==> src/rtl/pscl_pkg.sv <==
// Package for the press sequence code lock: state types, register map,
// reset values, result word layout and state-to-code helpers.
// No dependencies.
package pscl_pkg;

  // Configuration register map (word index = paddr[3:2])
  localparam int unsigned CfgAddrW = 4;
  localparam logic [1:0] RegStepTimeout   = 2'd0;
  localparam logic [1:0] RegOpenTime      = 2'd1;
  localparam logic [1:0] RegErrorTime     = 2'd2;
  localparam logic [1:0] RegLongPressScan = 2'd3;

  localparam logic [15:0] StepTimeoutRst  = 16'd5000;
  localparam logic [15:0] OpenTimeRst     = 16'd3000;
  localparam logic [15:0] ErrorTimeRst    = 16'd2000;
  localparam logic [15:0] LongPressRst    = 16'd250;

  // Lock states, one-hot
  typedef enum logic [6:0] {
    LK_IDLE  = 7'b000_0001,
    LK_OK1   = 7'b000_0010,
    LK_OK2   = 7'b000_0100,
    LK_OPEN  = 7'b000_1000,
    LK_ERR1  = 7'b001_0000,
    LK_ERR2  = 7'b010_0000,
    LK_ERROR = 7'b100_0000
  } lock_state_e;

  // Press classifier states, one-hot
  typedef enum logic [2:0] {
    PR_NONE  = 3'b001,
    PR_SHORT = 3'b010,
    PR_LONG  = 3'b100
  } press_state_e;

  // Encoded modes as seen on the result word
  localparam logic [2:0] LockCodeIdle  = 3'd0;
  localparam logic [2:0] LockCodeOk1   = 3'd1;
  localparam logic [2:0] LockCodeOk2   = 3'd2;
  localparam logic [2:0] LockCodeOpen  = 3'd3;
  localparam logic [2:0] LockCodeErr1  = 3'd4;
  localparam logic [2:0] LockCodeErr2  = 3'd5;
  localparam logic [2:0] LockCodeError = 3'd6;

  localparam logic [1:0] PressCodeNone  = 2'd0;
  localparam logic [1:0] PressCodeShort = 2'd1;
  localparam logic [1:0] PressCodeLong  = 2'd2;

  // Result word, last field in the lowest bits
  typedef struct packed {
    logic [5:0] pad;
    logic       press_changed;
    logic       lock_changed;
    logic [1:0] press_mode;
    logic [2:0] lock_mode;
    logic       open_led;
    logic       error_led;
    logic       ready_led;
  } out_word_t;

  function automatic logic [2:0] lock_code(lock_state_e s);
    logic [2:0] c;
    c = LockCodeError;
    unique case (s)
      LK_IDLE:  c = LockCodeIdle;
      LK_OK1:   c = LockCodeOk1;
      LK_OK2:   c = LockCodeOk2;
      LK_OPEN:  c = LockCodeOpen;
      LK_ERR1:  c = LockCodeErr1;
      LK_ERR2:  c = LockCodeErr2;
      LK_ERROR: c = LockCodeError;
      default:  c = LockCodeError;
    endcase
    return c;
  endfunction

  function automatic logic [1:0] press_code(press_state_e s);
    logic [1:0] c;
    c = PressCodeNone;
    unique case (s)
      PR_NONE:  c = PressCodeNone;
      PR_SHORT: c = PressCodeShort;
      PR_LONG:  c = PressCodeLong;
      default:  c = PressCodeNone;
    endcase
    return c;
  endfunction

endpackage

==> src/rtl/press_sequence_code_lock.sv <==
// One-button code lock: press classifier, seven-state lock, APB config
// registers and a two-deep output buffer. Depends on pscl_pkg.
//
// Channel  | dir | payload                                     | handshake
// ---------+-----+---------------------------------------------+--------------------
// s_axis   | in  | tdata[0] button_pressed, tuser[0] scan_tick | tvalid/tready
// m_axis   | out | tdata[9:0] result word (see port comments)  | tvalid/tready
// apb      | in  | 4 x 16-bit regs at 0x0,0x4,0x8,0xC          | psel/penable, pready=1
//
// One word per clock while s_axis_tready is high: lock and classifier next-state
// logic sits between the state registers and the output register.
// Reset (rst_ni low, async) puts the lock in idle, the classifier in not
// pressed, clears events and counters and loads the default timings.
// Output stall: a skid register holds one more result; s_axis_tready drops
// only while both output and skid registers are full.
module press_sequence_code_lock
  import pscl_pkg::*;
(
  input  logic                clk_i,
  input  logic                rst_ni,
  // stream in
  input  logic                s_axis_tvalid,
  output logic                s_axis_tready,
  input  logic [7:0]          s_axis_tdata,  // [0] button_pressed, [7:1] zero
  input  logic [0:0]          s_axis_tuser,  // [0] scan_tick
  // stream out
  output logic                m_axis_tvalid,
  input  logic                m_axis_tready,
  output logic [15:0]         m_axis_tdata,  // [0] ready_led, [1] error_led,
                                             // [2] open_led, [5:3] lock_mode,
                                             // [7:6] press_mode, [8] lock_changed,
                                             // [9] press_changed, [15:10] zero
  // config
  input  logic                psel,
  input  logic                penable,
  input  logic                pwrite,
  input  logic [CfgAddrW-1:0] paddr,
  input  logic [31:0]         pwdata,
  output logic [31:0]         prdata,
  output logic                pready
);

  // ---------------- configuration registers ----------------
  logic [15:0] step_timeout_q, open_time_q, error_time_q, long_press_q;
  logic        cfg_wr;
  logic [1:0]  cfg_idx;

  assign pready  = 1'b1;
  assign cfg_idx = paddr[3:2];
  assign cfg_wr  = psel & penable & pwrite;

  always_ff @(posedge clk_i or negedge rst_ni) begin
    if (!rst_ni) begin
      step_timeout_q <= StepTimeoutRst;
      open_time_q    <= OpenTimeRst;
      error_time_q   <= ErrorTimeRst;
      long_press_q   <= LongPressRst;
    end else if (cfg_wr) begin
      unique case (cfg_idx)
        RegStepTimeout:   step_timeout_q <= pwdata[15:0];
        RegOpenTime:      open_time_q    <= pwdata[15:0];
        RegErrorTime:     error_time_q   <= pwdata[15:0];
        RegLongPressScan: long_press_q   <= pwdata[15:0];
        default: ;
      endcase
    end
  end

  always_comb begin
    unique case (cfg_idx)
      RegStepTimeout:   prdata = {16'd0, step_timeout_q};
      RegOpenTime:      prdata = {16'd0, open_time_q};
      RegErrorTime:     prdata = {16'd0, error_time_q};
      RegLongPressScan: prdata = {16'd0, long_press_q};
      default:          prdata = 32'd0;
    endcase
  end

  // ---------------- state ----------------
  lock_state_e  lock_q, lock_d;
  press_state_e press_q, press_d;
  logic [15:0]  cnt_q, cnt_d;     // lock countdown
  logic [15:0]  hold_q, hold_d;   // scans held
  logic         short_q, short_d, long_q, long_d;

  logic         pressed, scan, in_acc;
  logic         short_ev, long_ev;  // pending after this tick's scan
  logic [15:0]  hold_inc;
  out_word_t    res;

  assign pressed  = s_axis_tdata[0];
  assign scan     = s_axis_tuser[0];
  assign in_acc   = s_axis_tvalid & s_axis_tready;
  assign hold_inc = hold_q + 16'd1;

  // press classifier, only on a scan tick
  always_comb begin
    press_d  = press_q;
    hold_d   = hold_q;
    short_ev = short_q;
    long_ev  = long_q;
    if (scan) begin
      unique case (press_q)
        PR_NONE: begin
          if (pressed) begin
            press_d = PR_SHORT;
            hold_d  = 16'd0;
          end
        end
        PR_SHORT: begin
          hold_d = hold_inc;
          if (hold_inc >= long_press_q) press_d = PR_LONG;
          // release wins over the threshold on the same scan
          if (!pressed) begin
            press_d  = PR_NONE;
            short_ev = 1'b1;
          end
        end
        PR_LONG: begin
          if (!pressed) begin
            press_d = PR_NONE;
            long_ev = 1'b1;
          end
        end
        default: press_d = PR_NONE;
      endcase
    end
  end

  // lock; a consumed event overrides the timeout and reloads the countdown
  always_comb begin
    lock_d  = lock_q;
    cnt_d   = cnt_q;
    short_d = short_ev;
    long_d  = long_ev;
    if (lock_q != LK_IDLE) begin
      if (cnt_q != 16'd0) cnt_d = cnt_q - 16'd1;
      else                lock_d = LK_IDLE;
    end
    unique case (lock_q)
      LK_IDLE: begin
        short_d = 1'b0;
        long_d  = 1'b0;
        // long after short: long wins
        if (long_ev) begin
          lock_d = LK_ERR1;
          cnt_d  = step_timeout_q;
        end else if (short_ev) begin
          lock_d = LK_OK1;
          cnt_d  = step_timeout_q;
        end
      end
      LK_OK1: begin
        short_d = 1'b0;
        long_d  = 1'b0;
        if (long_ev) begin
          lock_d = LK_OK2;
          cnt_d  = step_timeout_q;
        end else if (short_ev) begin
          lock_d = LK_ERR2;
          cnt_d  = step_timeout_q;
        end
      end
      LK_OK2: begin
        short_d = 1'b0;
        long_d  = 1'b0;
        if (long_ev) begin
          lock_d = LK_ERROR;
          cnt_d  = error_time_q;
        end else if (short_ev) begin
          lock_d = LK_OPEN;
          cnt_d  = open_time_q;
        end
      end
      LK_ERR1, LK_ERR2: begin
        // short consumed first; long stays pending if short was there
        if (short_ev) short_d = 1'b0;
        else          long_d  = 1'b0;
        if (short_ev || long_ev) begin
          if (lock_q == LK_ERR1) begin
            lock_d = LK_ERR2;
            cnt_d  = step_timeout_q;
          end else begin
            lock_d = LK_ERROR;
            cnt_d  = error_time_q;
          end
        end
      end
      LK_OPEN, LK_ERROR: ;
      default: begin
        lock_d = LK_ERROR;
        cnt_d  = cnt_q;
      end
    endcase
  end

  always_comb begin
    res               = '0;
    res.ready_led     = (lock_q == LK_IDLE);
    res.error_led     = (lock_q == LK_ERROR);
    res.open_led      = (lock_q == LK_OPEN);
    res.lock_mode     = lock_code(lock_d);
    res.press_mode    = press_code(press_d);
    res.lock_changed  = (lock_d != lock_q);
    res.press_changed = (press_d != press_q);
  end

  always_ff @(posedge clk_i or negedge rst_ni) begin
    if (!rst_ni) begin
      lock_q  <= LK_IDLE;
      press_q <= PR_NONE;
      cnt_q   <= 16'd0;
      hold_q  <= 16'd0;
      short_q <= 1'b0;
      long_q  <= 1'b0;
    end else if (in_acc) begin
      lock_q  <= lock_d;
      press_q <= press_d;
      cnt_q   <= cnt_d;
      hold_q  <= hold_d;
      short_q <= short_d;
      long_q  <= long_d;
    end
  end

  // ---------------- output register + skid ----------------
  logic      out_vld_q, skid_vld_q, out_pop;
  out_word_t out_q, skid_q;

  assign out_pop       = out_vld_q & m_axis_tready;
  assign s_axis_tready = ~skid_vld_q;
  assign m_axis_tvalid = out_vld_q;
  assign m_axis_tdata  = out_q;

  always_ff @(posedge clk_i or negedge rst_ni) begin
    if (!rst_ni) begin
      out_vld_q  <= 1'b0;
      skid_vld_q <= 1'b0;
    end else if (skid_vld_q) begin
      if (out_pop) skid_vld_q <= 1'b0;
    end else if (in_acc) begin
      if (out_vld_q && !out_pop) skid_vld_q <= 1'b1;
      else                       out_vld_q  <= 1'b1;
    end else if (out_pop) begin
      out_vld_q <= 1'b0;
    end
  end

  always_ff @(posedge clk_i) begin
    if (skid_vld_q) begin
      if (out_pop) out_q <= skid_q;
    end else if (in_acc) begin
      if (out_vld_q && !out_pop) skid_q <= res;
      else                       out_q  <= res;
    end
  end

endmodule
==> config.mk <==
export PLATFORM = sky130hd
export DESIGN_NAME = press_sequence_code_lock
export DESIGN_NICKNAME = d
export VERILOG_FILES = /design/src/rtl/pscl_pkg.sv /design/src/rtl/press_sequence_code_lock.sv
export SDC_FILE = /design/constraint.sdc
export NUM_CORES = 1
export LEC_CHECK = 0
export BUFFER_PORTS_ARGS = -buffer_cell sky130_fd_sc_hd__buf_2
export CORE_MARGIN = 8
export CORE_UTILIZATION = 25
export DETAILED_ROUTE_END_ITERATION = 10
export REMOVE_ABC_BUFFERS = 1
export SLEW_MARGIN = 30
export SYNTH_ARGS = -nofsm -noshare
export SYNTH_HDL_FRONTEND = slang
export SYNTH_SLANG_ARGS = --single-unit
==> constraint.sdc <==
create_clock -name clk_i -period 8 [get_ports clk_i]
set_input_delay 0.4 -clock clk_i [delete_from_list [all_inputs] [get_ports clk_i]]
set_output_delay 0.4 -clock clk_i [all_outputs]
set_load 0.03 [all_outputs]
==> results.toml, run 1 <==
[synthesis]
ys.flop_type = "dfrtp_1"
synth_cell_types = 73
ys_warn_count = 0
synth_enable_flop_cells = 20
synth_cells = 763
yosys_register_bits = 130
netlist_area_um2 = 7840
avgSynthCellArea_um2 = 10.3
synth_async_sr_flop_share_pct = 84.6
synth_seq_area_share_pct = 43.2

[route]
met1Wirelength_um = 9590
avgRoutedWirePerCell_um = 18.2
routed_wl_um = 22100
wl_met3_um = 973
top_layer = "met4"
wl_met2_um = 10900
viasPerCell = 5.15
drc = 0
final_antenna_net_count = 0
first_pass_iters = 5
via_count = 6268
dr.first_iter.drc_count = 461

[clock_tree]
clockBufferDepth = 2
cts_tree = "yes"
postCtsSetupBuffers = 0
cts_root_buf = "clkbuf_16"
cts.sinks = 130
cts_buffers = 17
insertion_delay_ps = 430
path_clk_slew_ps = 70
h-tree-depth = 4

[status]
status = "complete, no violations"

[worst_hold_path]
hp-class = "primary input to flip-flop"

[timing]
skew_ps = 9.63
finalMaxSlewViolations = 0
hold_viol_final = 0
worstMarginPinSlew_ps = 935
rsz0062_at_grt = "false"
setup_viol = 0
finalCritPeriodShare_pct = 51.5
fmax_mhz = 243
min_period_ps = 4120
relSlewSlack_pct = 37.5
finalSetupTns_ps = 0

[floorplan]
ioPinCount = 103
initial_utilization_pct = 25.1
design.core.area_um2 = 31200
die_x_um = 193
die_h_um = 193
fp-row-count = 65
die_area_um2 = 37300

[cells_and_area]
synthToLayoutAreaGrowth_pct = 15.4
drive_gt1_share_pct = 27.7
n_antenna_cell = 0
layout.nets = 873
final_cells = 1218
layout_commonest_cell = "dfrtp_1"
final_cell_mix = "84 x dfrtp_1, 68 x mux2_2, 65 x o21ai_0, 56 x nand2_1, 53 x buf_2"

[pwr]
powerDensity_nw_per_um2 = 328
power_leakage_nw = 3.81
ir_drop_mv = 0.160

[flow_run]
drv_cap = 0

[setup_path]
worstPathArrival_ps = 4300
crit_path_start_kind = "flip-flop"
required_ps = 8180
worstSetupEndpointType = "flip-flop"
path_class = "flip-flop to flip-flop"
worst-path-max-fanout = 5

[global_routing]
gr-total-overflow = 0
track_usage_pct = 12.1
grt_pass1_vias = 6195
grt_max_degree = 71
grt_pass1_wl_um = 35100
antenna_found_initial = 0

[place]
dpl.cell_count = 1185
io_buffers = 54
place.gp.congestion = 0.828
dp_hpwl_um = 15600
[cells in the mapped netlist, types with 9 or more instances]
library cell	instances	area, um2
buf_4	25	188
clkbuf_1	33	124
nand2b_1	11	68.8
ha_1	18	225
nand2_1	56	210
inv_1	29	109
mux4_2	16	360
a31oi_1	11	68.8
edfxtp_1	20	601
mux2_2	68	766
nor3_1	18	90.1
dfrtp_1	84	2100
a21o_1	10	75.1
a22o_1	23	201
a21oi_1	43	215
o21ai_1	10	50.1
o21ai_0	65	325
xor2_1	12	105
and3_1	9	56.3
nor2_1	44	165
dfstp_2	26	683
[registers in the layout, summed over array words and instances (netlist names)]
name            cells
long_q              1
hold_q             16
cnt_q              16
skid_q             10
long_press_q       16
lock_q              7
open_time_q        16
press_q             3
m_axis_tdata       10
short_q             1
skid_vld_q          1
m_axis_tvalid       1
step_timeout_q     16
error_time_q       16
[routing by layer]
| metal | global-route usage, % | vias to the layer above |
|---|---|---|
| li1 | - | 2891 |
| met5 | 0 | - |
| met4 | 4.79 | 0 |
| met2 | 20.5 | 166 |
| met1 | 15.0 | 3173 |
| met3 | 2.41 | 38 |
[per-stage QoR]
| stage | setup WS, ps | util [%] | power (W) | area (um2) | hold slack (ps) |
|---|---|---|---|---|---|
| after floorplan | 4520 | - | 0.00181 | 7580 | 104 |
| after global placement | 3980 | 27.0 | 0.00215 | 8430 | 442 |
| after detailed placement | 3930 | 27.0 | 0.00217 | 8430 | 448 |
| after CTS | 3910 | 28.9 | 0.00298 | 9030 | 147 |
| after global routing | 3600 | 29.0 | 0.00314 | 9050 | 173 |
| final | 3880 | 29.0 | 0.00296 | 9050 | 158 |
[repair_timing]
| action | in CTS | in global routing |
|---|---|---|
| hold buffers | 1 | 0 |
| endpoints found under the hold margin | 17 | 0 |
| gates resized for setup | 0 | 0 |
[final cells by class]
class	instances	area, um2
clock buffer	17	425
sequential	130	3390
tap	402	503
fill	3297	22200
inverter	31	116
multi-input combinational	560	4100
clock inverter	15	169
timing repair buffer	63	347
[final timing paths]
| kind | startpoint | to | slack [ps] | depth (start not counted) |
|---|---|---|---|---|
| worst min-delay path | m_axis_tready | skid_vld_q | 160 | 2 |
| worst max-delay path | hold_q[0] | m_axis_tdata[7] | 3880 | 13 |
| worst min register to register | cnt_q[15] | cnt_q[15] | 520 | 2 |
| max in group asynchronous | rst_ni | step_timeout_q[10] | 6440 | 3 |
| worst max register to register | hold_q[0] | m_axis_tdata[7] | 3880 | 13 |
| min in group asynchronous | rst_ni | hold_q[5] | 520 | 2 |
[kinds of logic (layout without fill, tap and decap cells)]
kind of cell               Yosys count  count (layout)  share of synthesized area, %
AOI/OAI and AO/OA                  219             219                          18.2
xor gates and xnor gates            17              17                          1.90
adders and majority gates           18              18                          2.87
buffers and inverters               94             126                          5.86
DFF                                130             130                          43.2
muxes                               85              85                          14.5
other                                2              23                        0.0958
and+or+nand+nor                    198             198                          13.4
[critical path: stages, from the launching register on]
cell and delay (ps):
dfrtp_1 400, ha_1 240, nand3_1 190, nor4_1 680
and3_1 320, and3_1 240, xor2_1 170, ha_1 260
nand4_1 140, a21oi_1 70, a211oi_1 370, nand2_1 220
a41o_1 300, mux2_2 270
[report_power, final]
group	switching (W)	total, W	internal [W]
clock	0.000329	0.000797	0.000468
sequential	0.000184	0.00107	0.000885
combinational	0.000667	0.00110	0.000431
total	0.00118	0.00296	0.00178
(Power assumes the default switching activity.)
==> run 2: changes to the inputs <==
Clock period 8 ns to 3.3 ns, I/O delays scaled along.
==> results.toml, run 2 (synthesis gave the netlist of run 1 again) <==
[route]
viasPerCell = 5.05
via_count = 6347
first_pass_iters = 5
dr.first_iter.drc_count = 413
final_antenna_net_count = 0
drc = 0
avgRoutedWirePerCell_um = 18.1
routed_wl_um = 22800

[clock_tree]
clockBufferDepth = 2
insertion_delay_ps = 430
cts_tree = "yes"
cts.sinks = 130
path_clk_slew_ps = 70
cts_buffers = 17
cts_root_buf = "clkbuf_16"
h-tree-depth = 4

[worst_hold_path]
hp-class = "primary input to flip-flop"

[cells_and_area]
n_antenna_cell = 0
synthToLayoutAreaGrowth_pct = 19.5
drive_gt1_share_pct = 31.3
final_cells = 1258
layout.nets = 913
multi_input_area_um2 = 4140
nFillCells = 3269
seq_area_um2 = 3390
layout_commonest_cell = "dfrtp_1"
final_cell_mix = "84 x dfrtp_1, 68 x mux2_2, 65 x o21ai_0, 56 x nand2_1, 53 x buf_2"

[setup_path]
crit_path_max_incr_delay_ps = 370
worst-path-max-fanout = 3
crit_path_start_kind = "flip-flop"
worstPathArrival_ps = 3430
path_class = "flip-flop to flip-flop"
required_ps = 3490
slowest_stage = "dfrtp_1"
crit_chain = "and3_1, and4_1, and3_1, and3_1, nand3_1, xnor2_2, ha_1, a21o_1, a21o_1, a211oi_2, nand2_1, a41o_1, mux2_2"
cpMostUsedCell = "and3_1"
worstSetupEndpointType = "flip-flop"

[pwr]
seqPwrFrac_pct = 35.2
power_leakage_nw = 4.03
clock_power_share_pct = 25.2
powerDensity_nw_per_um2 = 771
ir_drop_mv = 0.390
combPwrFrac_pct = 39.6
sw_frac_of_total_pct = 40.8
p_sw_w = 0.00294
intPower_w = 0.00428
total_power_w = 0.00722

[place]
dp_hpwl_um = 16300
io_buffers = 54
place.gp.congestion = 0.859
dpl.cell_count = 1220

[timing]
fmax_mhz = 309
rsz0062_at_grt = "true"
finalCritPeriodShare_pct = 98.2
hold_viol_final = 0
min_period_ps = 3240
finalMaxSlewViolations = 0
skew_ps = 15.2
worstMarginPinSlew_ps = 896
setup_viol = 0
finalSetupTns_ps = 0
relSlewSlack_pct = 40.1

[global_routing]
antenna_found_initial = 0
grt_max_degree = 66
gr-total-overflow = 0
grt_pass1_wl_um = 36500
track_usage_pct = 12.6
grt_pass1_vias = 6370

[status]
status = "complete, no violations"

[floorplan]
fp-row-count = 65
die_area_um2 = 37300
ioPinCount = 103
design.core.area_um2 = 31200
die_x_um = 193
initial_utilization_pct = 25.1
die_h_um = 193

[flow_run]
drv_cap = 0
run 2: cell count changes in the layout (fill, tap and decap cells not counted), moves of 2 or more:
cell | previous run | this run
inv_8 | 1 | 5
xnor2_1 | 5 | 3
nor4_1 | 8 | 6
inv_6 | 8 | 5
bufinv_16 | 2 | 0
dlygate4sd3_1 | 1 | 5
buf_4 | 8 | 44
xnor2_2 | 0 | 2
run 2: power by group through the flow:
stage / logic (W) / registers [W] / clock network [W]
finish: 0.00286 / 0.00254 / 0.00182
global route: 0.00313 / 0.00261 / 0.00192
CTS: 0.00285 / 0.00253 / 0.00186
detailed placement: 0.00283 / 0.00256 / 0
global placement: 0.00280 / 0.00254 / 0
floorplan: 0.00179 / 0.00260 / 0
run 2: area by class of cell:
| class | count | share of cell area [%] |
|---|---|---|
| Tap cell | 402 | 5.37 |
| Multi-Input combinational cell | 560 | 44.2 |
| Inverter | 31 | 1.24 |
| Clock inverter | 15 | 1.50 |
| Clock buffer | 17 | 4.54 |
| Timing Repair Buffer | 103 | 7.01 |
| Sequential cell | 130 | 36.1 |
run 2: path summary, 6_finish.rpt:
path,from,to,slack [ps],cells past startpoint
worst min register to register,cnt_q[15],cnt_q[15],510,2
worst max-delay path,hold_q[0],m_axis_tdata[7],60,13
min in group asynchronous,rst_ni,hold_q[0],310,2
worst max register to register,hold_q[0],m_axis_tdata[7],60,13
worst min-delay path,pwdata[5],step_timeout_q[5],10,2
max in group asynchronous,rst_ni,error_time_q[10],2110,3
run 2: routing by layer:
layer  global-route usage [%]  share of wire, %  vias up
met5                        0                 0        -
met4                     3.79               1.5        0
met3                     2.61               4.5       23
met2                     21.2                50      174
met1                     16.0                44     3179
li1                         -                 -     2971
run 2: critical path: cells and delay by family, from the launching register on:
kind	cells	cell delay (ps)
AOI/OAI and AO/OA	4	900
and+or+nand+nor	6	1030
muxes	1	260
adders and majority gates	1	290
xor gates and xnor gates	1	160
DFF	1	370
run 2: stage by stage:
stage | worst slack [ps] | util [%] | area (um2) | hold WS, ps
after global routing | -139 | 30.0 | 9370 | 8.78
after global placement | 11.6 | 27.8 | 8690 | 333
after floorplan | -179 | - | 7580 | -131
after detailed placement | 26.6 | 27.8 | 8690 | 339
final | 60.9 | 30.0 | 9370 | 11.7
after CTS | 9.68 | 29.8 | 9310 | 1.19
run 2: timing repair:
| action | CTS | global route |
|---|---|---|
| endpoints found under the hold margin | 49 | 0 |
| resized for setup | 0 | 8 |
| setup buffers | 0 | 1 |
| endpoints found under the setup margin | 0 | 8 |
| hold buffers | 5 | 0 |
